===== config.mk =====
export PLATFORM = sky130hd
export DESIGN_NAME = pixel_format_packer_unit
export DESIGN_NICKNAME = d
export VERILOG_FILES = /design/src/pfp_pkg.sv /design/src/pfp_pack.sv /design/src/pixel_format_packer_unit.sv
export SDC_FILE = /design/constraint.sdc
export NUM_CORES = 1
export LEC_CHECK = 0
export ABC_AREA = 1
export BUFFER_PORTS_ARGS = -buffer_cell sky130_fd_sc_hd__buf_2
export CAP_MARGIN = 20
export CORE_MARGIN = 2
export CORE_UTILIZATION = 40
export CTS_CLUSTER_DIAMETER = 200
export DETAILED_ROUTE_END_ITERATION = 7
export SLEW_MARGIN = 30
export SYNTH_ARGS = -nofsm -noshare
export SYNTH_HDL_FRONTEND = slang
export SYNTH_SLANG_ARGS = --single-unit

===== constraint.sdc =====
create_clock -name i_clk -period 5.22 [get_ports i_clk]
set_input_delay 0.783 -clock i_clk [delete_from_list [all_inputs] [get_ports i_clk]]
set_output_delay 0.783 -clock i_clk [all_outputs]
set_load 0.05 [all_outputs]

===== src/pfp_pkg.sv =====
package pfp_pkg;

    typedef enum logic [2:0] {
        FMT_ALPHA8   = 3'd0,
        FMT_RGBA4444 = 3'd1,
        FMT_ARGB1555 = 3'd2,
        FMT_RGB565   = 3'd3,
        FMT_ARGB4444 = 3'd4,
        FMT_RGB888   = 3'd5,
        FMT_RGBA8888 = 3'd6,
        FMT_ARGB8888 = 3'd7
    } t_format;

    localparam t_format FMT_RESET = FMT_RGBA8888;

    localparam logic [5:0] LVL_4B = 6'd15;
    localparam logic [5:0] LVL_5B = 6'd31;
    localparam logic [5:0] LVL_6B = 6'd63;

    localparam logic [2:0] CNT_1 = 3'd1;
    localparam logic [2:0] CNT_2 = 3'd2;
    localparam logic [2:0] CNT_3 = 3'd3;
    localparam logic [2:0] CNT_4 = 3'd4;

    typedef struct packed {
        logic [7:0] blue_in;
        logic [7:0] green_in;
        logic [7:0] red_in;
        logic [7:0] alpha_in;
        logic       end_of_image;
    } t_pixel_in;

    typedef struct packed {
        logic [31:0] packed_bytes;
        logic [2:0]  byte_count;
        logic        end_of_image_out;
    } t_pixel_out;

    // (x*m + 127) / 255, divide done as (v + (v >> 8) + 1) >> 8 (exact for v < 65535)
    function automatic logic [5:0] quant(input logic [7:0] x, input logic [5:0] m);
        logic [14:0] v;
        logic [14:0] t;
        v = 15'(x) * 15'(m) + 15'd127;
        t = v + 15'(v[14:8]) + 15'd1;
        return t[13:8];
    endfunction

endpackage


===== src/pfp_pack.sv =====
module pfp_pack
    import pfp_pkg::*;
(
    input  t_format    i_format,
    input  t_pixel_in  i_pixel,
    output t_pixel_out o_result
);

    logic [7:0]  b, g, r, a;
    logic [5:0]  q_r4, q_g4, q_b4, q_a4;
    logic [5:0]  q_r5, q_g5, q_b5;
    logic [3:0]  r4, g4, b4, a4;
    logic [4:0]  r5, g5, b5;
    logic [5:0]  g6;
    logic        a1;
    logic [31:0] bytes;
    logic [2:0]  cnt;

    assign b = i_pixel.blue_in;
    assign g = i_pixel.green_in;
    assign r = i_pixel.red_in;
    assign a = i_pixel.alpha_in;

    // rgb565 red rounding (r*62+255)/510 matches the 5-bit narrowing
    always_comb begin
        q_r4 = quant(r, LVL_4B);
        q_g4 = quant(g, LVL_4B);
        q_b4 = quant(b, LVL_4B);
        q_a4 = quant(a, LVL_4B);
        q_r5 = quant(r, LVL_5B);
        q_g5 = quant(g, LVL_5B);
        q_b5 = quant(b, LVL_5B);
        r4 = q_r4[3:0];
        g4 = q_g4[3:0];
        b4 = q_b4[3:0];
        a4 = q_a4[3:0];
        r5 = q_r5[4:0];
        g5 = q_g5[4:0];
        b5 = q_b5[4:0];
        g6 = quant(g, LVL_6B);
        a1 = (a == 8'hff);
    end

    always_comb begin
        bytes = 32'd0;
        cnt   = CNT_2;
        case (i_format)
            FMT_ALPHA8: begin
                bytes = {24'd0, a};
                cnt   = CNT_1;
            end
            FMT_RGBA4444: begin
                bytes = {16'd0, r4, g4, b4, a4};
            end
            FMT_ARGB1555: begin
                bytes = {16'd0, a1, r5, g5, b5};
            end
            FMT_RGB565: begin
                bytes = {16'd0, r5, g6, b5};
            end
            FMT_ARGB4444: begin
                bytes = {16'd0, a4, r4, g4, b4};
            end
            FMT_RGB888: begin
                bytes = {8'd0, b, g, r};
                cnt   = CNT_3;
            end
            FMT_RGBA8888: begin
                bytes = {a, b, g, r};
                cnt   = CNT_4;
            end
            default: begin
                bytes = {b, g, r, a};
                cnt   = CNT_4;
            end
        endcase
    end

    assign o_result.packed_bytes     = bytes;
    assign o_result.byte_count       = cnt;
    assign o_result.end_of_image_out = i_pixel.end_of_image;

endmodule


===== src/pixel_format_packer_unit.sv =====
// Pipeline: the pixel is registered in r_in at the accepting edge, converted by
// pfp_pack, and the beat is registered in r_out with its strobe in r_out_vld.
// Throughput: one pixel per cycle; busy is never raised and the result
// path has no backpressure, so every beat is registered in r_out after conversion.
// Reset (i_rst_n low, synchronous) clears the valid flags and sets the
// format register to rgba8888.
module pixel_format_packer_unit
    import pfp_pkg::*;
(
    input  logic       i_clk,
    input  logic       i_rst_n,
    input  logic       start,
    output logic       busy,
    input  t_pixel_in  i_pixel,
    input  logic       i_cfg_we,
    input  logic [2:0] i_cfg_wdata,
    output logic       o_strobe,
    output t_pixel_out o_result
);

    t_format    r_format;
    logic       r_in_vld;
    t_pixel_in  r_in;
    logic       r_out_vld;
    t_pixel_out r_out;
    t_pixel_out n_out;
    logic       accept;

    assign busy   = 1'b0;
    assign accept = start && !busy;

    always_ff @(posedge i_clk) begin
        if (!i_rst_n) begin
            r_format <= FMT_RESET;
        end else if (i_cfg_we) begin
            r_format <= t_format'(i_cfg_wdata);
        end
    end

    always_ff @(posedge i_clk) begin
        if (!i_rst_n) begin
            r_in_vld  <= 1'b0;
            r_out_vld <= 1'b0;
        end else begin
            r_in_vld  <= accept;
            r_out_vld <= r_in_vld;
        end
    end

    always_ff @(posedge i_clk) begin
        if (accept) begin
            r_in <= i_pixel;
        end
        r_out <= n_out;
    end

    pfp_pack u_pack (
        .i_format (r_format),
        .i_pixel  (r_in),
        .o_result (n_out)
    );

    assign o_strobe = r_out_vld;
    assign o_result = r_out;

`ifndef SYNTH
    a_strobe_follows_accept: assert property (@(posedge i_clk) disable iff (!i_rst_n)
        accept |=> ##1 o_strobe)
        else $error("accepted beat did not produce a result");

    a_count_range: assert property (@(posedge i_clk) disable iff (!i_rst_n)
        o_strobe |-> (o_result.byte_count >= CNT_1 && o_result.byte_count <= CNT_4))
        else $error("byte count out of range");

    a_unused_bytes_zero: assert property (@(posedge i_clk) disable iff (!i_rst_n)
        (o_strobe && o_result.byte_count == CNT_2) |-> o_result.packed_bytes[31:16] == 16'd0)
        else $error("upper bytes not zero on a two byte beat");

    a_eoi_passes: assert property (@(posedge i_clk) disable iff (!i_rst_n)
        accept |=> ##1 (o_result.end_of_image_out == $past(i_pixel.end_of_image, 2)))
        else $error("end flag mismatch");
`endif

endmodule

# [Word-level counts from Yosys, hierarchy flattened]
# Cells that the tools add are included.
[op_classes] add_sub_neg=24 multipliers=8 n_div=0 order_cmp=0 n_eq_ne=7 shifts=0 muxes=2 bitwise=0 n_reduce_logical=2
[op_table] operator="32-bit one-hot mux with 7 select lines" n=1
[op_table] operator="12-bit by 7-bit adder with 13-bit output (second input constant)" n=4
[op_table] operator="12-bit by 1-bit adder with 12-bit output (second input constant)" n=4
[op_table] operator="12-bit by 5-bit adder with 12-bit output" n=4
[op_table] operator="8-bit by 4-bit multiplier with 12-bit output (second input constant)" n=4
[op_table] operator="13-bit by 7-bit adder with 14-bit output (second input constant)" n=3
[op_table] operator="13-bit by 1-bit adder with 13-bit output (second input constant)" n=3
[op_table] operator="13-bit by 6-bit adder with 13-bit output" n=3
[op_table] operator="8-bit by 5-bit multiplier with 13-bit output (second input constant)" n=3
[op_table] operator="14-bit by 7-bit adder with 15-bit output (second input constant)" n=1
[op_table] operator="14-bit by 1-bit adder with 14-bit output (second input constant)" n=1
[op_table] operator="14-bit by 7-bit adder with 14-bit output" n=1
[op_table] operator="8-bit by 6-bit multiplier with 14-bit output (second input constant)" n=1
[op_table] operator="3-bit == test (second input constant)" n=3
[op_table] operator="3-bit one-hot mux with 3 select lines" n=1
[op_table] operator="8-bit == test (second input constant)" n=1
[op_table] operator="3-bit by 2-bit == test with 1-bit output (second input constant)" n=2
[op_table] operator="4-bit OR reduction" n=1
[op_table] operator="3-bit by 1-bit == test with 1-bit output (second input constant)" n=1
[op_table] operator="3-bit zero test" n=1
[totals] regBits=74 latch_bits=0 ram_bits=0 romBits=0 in_bits=40 output_inout_bits=38 elab_cells=54 n_memories=0

# [Longest topological paths before layout]
[depth] depth_word=5 depth_mapped=32 depth_no_buf=31

# [Cells and area by module]
# A second synthesis with hierarchy kept.
[hier_totals] cells_unflattened=1758 hier_area_um2=12662.1
[by_module_without_submodules] mod="pfp_pack" n_inst=1 cells_each=1666 area_per_inst_um2=10776.6
[by_module_without_submodules] mod="pixel_format_packer_unit" n_inst=1 cells_each=92 area_per_inst_um2=1885.6

# [Worst setup path before layout]
# No wires, ideal clock.
[synth_path] kind="reg2reg" start="register r_in[19] in the netlist's numbering" end="register r_out (netlist bit o_result[14])" arrival_ps=4913 slack_ps=182 stages_incl_launch_ff=30 path_buffers=0 period_less_slack_ps=5038 path_cell_list="edfxtp_1 -> inv_1 -> fa_1 -> inv_1 -> ha_1 -> inv_1 -> fa_1 -> inv_1 -> fa_1 -> ha_1 -> nand2_1 -> inv_1 -> a21oi_1 -> nand2_1 -> nand2_1 -> nand2_1 -> a21oi_1 -> o21a_1 -> nor2_1 -> nor2_1 -> xnor2_1 -> ha_1 -> nand3_1 -> nand2_1 -> nand2_1 -> or2_1 -> nand2_1 -> nand2_1 -> nand3_1 -> nand4_1"
[synth_lines] element="from (decl)" line_no="pixel_format_packer_unit.sv:23" text="t_pixel_in r_in;"
[synth_lines] element="from (signal assigned)" line_no="pixel_format_packer_unit.sv:52" text="r_in <= i_pixel;"
[synth_lines] element="to (signal assigned)" line_no="pixel_format_packer_unit.sv:54" text="r_out <= n_out;"
[synth_lines] element="to (decl)" line_no="pixel_format_packer_unit.sv:25" text="t_pixel_out r_out;"

==> results.toml <==
[outcome]
outcome = "finished clean"

[placement]
portBuffers = 76
place_congestion = 0.941
placed_area_um2 = 14300
dp_hpwl_um = 32800
dp_cells = 2416
dp_slack_ns = 0.00129

[grt]
grt_use_total_pct = 23.5
grt_max_degree = 35
grt_pass1_wl_um = 61800
antenna_found_initial = 0
grt_pass1_vias = 12000
grt_overflow = 0

[cts]
root_buffer = "clkbuf_16"
cts_sinks = 74
cts_max_path_buffers = 2
ctsHoldBuffers = 0
cts_made_buffers = 9
cts_tree = "built"
htree_levels = 3
clk_latency_ns = 0.37
clk_pin_slew_ns = 0.07

[logic_synthesis]
synth_compound_area_share_pct = 6.95
synthArstFlopShare_pct = 0
synth.cell_area_um2 = 12900
ys.flop_type = "dfxtp_1"
syn_area_per_cell_um2 = 6.86
synthSimpleGateAreaFrac_pct = 28.4
yosysTopAreaCellShare_pct = 19.0
synth.net_count = 2209
synth.distinct_cells = 42
syn-instance-count = 1876
ys_seq_area_share_pct = 14.1
synth-adder-area-share_pct = 34.1
synth_top_family_by_area = "adder cells"
yosys-mux-area-fraction_pct = 0
synth_area_leaders = "ha_1 19%, fa_1 15%, nand2_1 13%"
synth-warning-count = 0
synth_xor_area_share_pct = 3.59
synth_seq_cells = 74
yosysTopAreaCell = "ha_1"
synth_enable_flop_cells = 33

[drt]
drtIter0Drc = 714
wl_um = 38500
firstDrtPassIters = 6
route.detailed.drc = 0
vias_per_cell = 4.97
wl_per_cell_um = 15.7
via_count = 12200
drtAntennaViolNets = 0

[floorplanning]
core_um2 = 31600
die_area_um2 = 33600
row_count = 65
io_pins = 78
die_h_um = 183
start_util_pct = 40.7
die_x_um = 183

[sta]
tightest_slew_ns = 0.962
slew_viol_final = 0
setup_viol = 0
fin_crit_sh_pct = 98.0
fin_ws_ns = 0.105
fmax_mhz = 195
rsz0062_at_grt = "true"
hold-worst-slack_ns = 0.355
min_period_ns = 5.12
clock_skew_ns = 0.0112
finalHoldViolations = 0
slew_headroom_pct = 35.7

[run]
drv_cap = 0

[layout]
drive_gt1_share_pct = 14.8
antennaDiodeCount = 0
design_area_um2 = 15200
fin_nets = 2384
syn2layout_area_growth_pct = 18.2
fin_cells = 2458
fill_cells = 3207

[worst_setup_path]
cp-start-kind = "register"
crit_path_max_fanout = 3
crit_path_end_kind = "register"
cp.required_ns = 5.48
arrival_ns = 5.38
rr_worst_depth = 27
worstSetupPathType = "register to register"

[worst_hold_path]
min_path_cells = 0
hold_path_class = "register to register"
-- worst paths after layout --
kind / from / endpoint / slack [ns]
worst max-delay path: r_in[21] / o_result[14] / 0.10
worst min-delay path: r_in[0] / o_result[0] / 0.35
worst max register to register: r_in[21] / o_result[14] / 0.10
worst min register to register: r_in[0] / o_result[0] / 0.35
-- state kept, by name (all words and copies together) (netlist names) --
name and flops:
o_result 36, o_strobe 1, r_format 3, r_in 33, r_in_vld 1
-- Yosys cell counts, types with 7 or more instances --
library cell,count
inv_1,421
nor2_1,133
o21bai_1,10
o21ai_0,39
nand3_1,195
fa_1,97
edfxtp_1,33
nor3_1,13
o22ai_1,9
a21oi_1,77
nand4_1,34
clkbuf_1,12
nand3b_1,9
dfxtp_1,41
ha_1,196
nand2_1,458
xnor2_1,19
xor2_1,30
or2_2,7
-- per-stage QoR --
step	util [%]	TNS (ns)
CTS	46.1	0
global route	48.1	-1.07
floorplan	-	0
detailed placement	45.2	0
finish	48.1	0
global placement	45.1	0
-- final cells by class --
| cell class | count | area, um2 | share of cell area [%] |
|---|---|---|---|
| clock inverter | 7 | 58.8 | 0.387 |
| clock buffer | 9 | 225 | 1.48 |
| tap | 402 | 503 | 3.31 |
| inverter | 422 | 1590 | 10.4 |
| timing repair buffer | 179 | 1170 | 7.67 |
| sequential | 74 | 1810 | 11.9 |
| multi-input combinational | 1365 | 9860 | 64.8 |
-- critical path, cell delays in order (launching register included) --
cell and delay (ns):
edfxtp_1 0.43, buf_6 0.14, fa_1 0.58, fa_1 0.47, ha_4 0.31, xor2_2 0.16
inv_1 0.08, fa_1 0.55, inv_2 0.05, ha_4 0.16, a21oi_2 0.14, nor2_1 0.05
nor2_1 0.20, nand2_2 0.09, a21oi_2 0.15, o21a_1 0.14, nor2_1 0.05, nor2_1 0.12
xnor2_1 0.08, ha_1 0.33, nand3_2 0.08, nand2_2 0.11, nand2_2 0.07, or2_1 0.23
nand2_1 0.07, nand2_1 0.04, nand3_1 0.06, nand4_1 0.07
-- cell families after synthesis --
| logic type | Yosys count |
|---|---|
| and+or+nand+nor | 860 |
| buffers and inverters | 437 |
| adders and majority gates | 293 |
| AOI/OAI and AO/OA | 160 |
| DFF | 74 |
| xor gates and xnor gates | 51 |
| other | 1 |
-- placed cells by master, fill, tap and decap left out, types with 5 or more instances in the layout --
cell	instances
o21ai_1	5
o22ai_1	9
ha_1	178
a21oi_2	18
a21oi_1	62
nor2_1	126
o21ai_0	36
clkbuf_16	9
nand3_1	188
ha_4	15
fa_1	95
nand2_2	15
xor2_2	6
edfxtp_1	33
buf_4	101
nand4_1	34
nand3_2	8
nor3_1	10
inv_2	17
xor2_1	25
nor2_2	7
inv_1	404
nand3b_1	9
o21bai_1	8
nand2_1	444
or2_2	7
dfxtp_1	41
buf_2	75
xnor2_1	18
-- metal layers --
metal,share of wire [%],vias up,track usage [%]
met5,0,-,0
met4,1.9,0,6.43
met3,4.3,42,3.08
met2,46,274,39.1
met1,48,5653,32.1
li1,-,6253,-
-- repair_timing --
item	CTS	global route
gates resized for setup	1	98
gates cloned	0	0
endpoints found under the setup margin	2	16
setup buffers	0	26
pin swaps	0	54
Power is left out: the tool's default activity adds up to more than one toggle a clock period on the data nets, which glitch-free logic cannot reach.
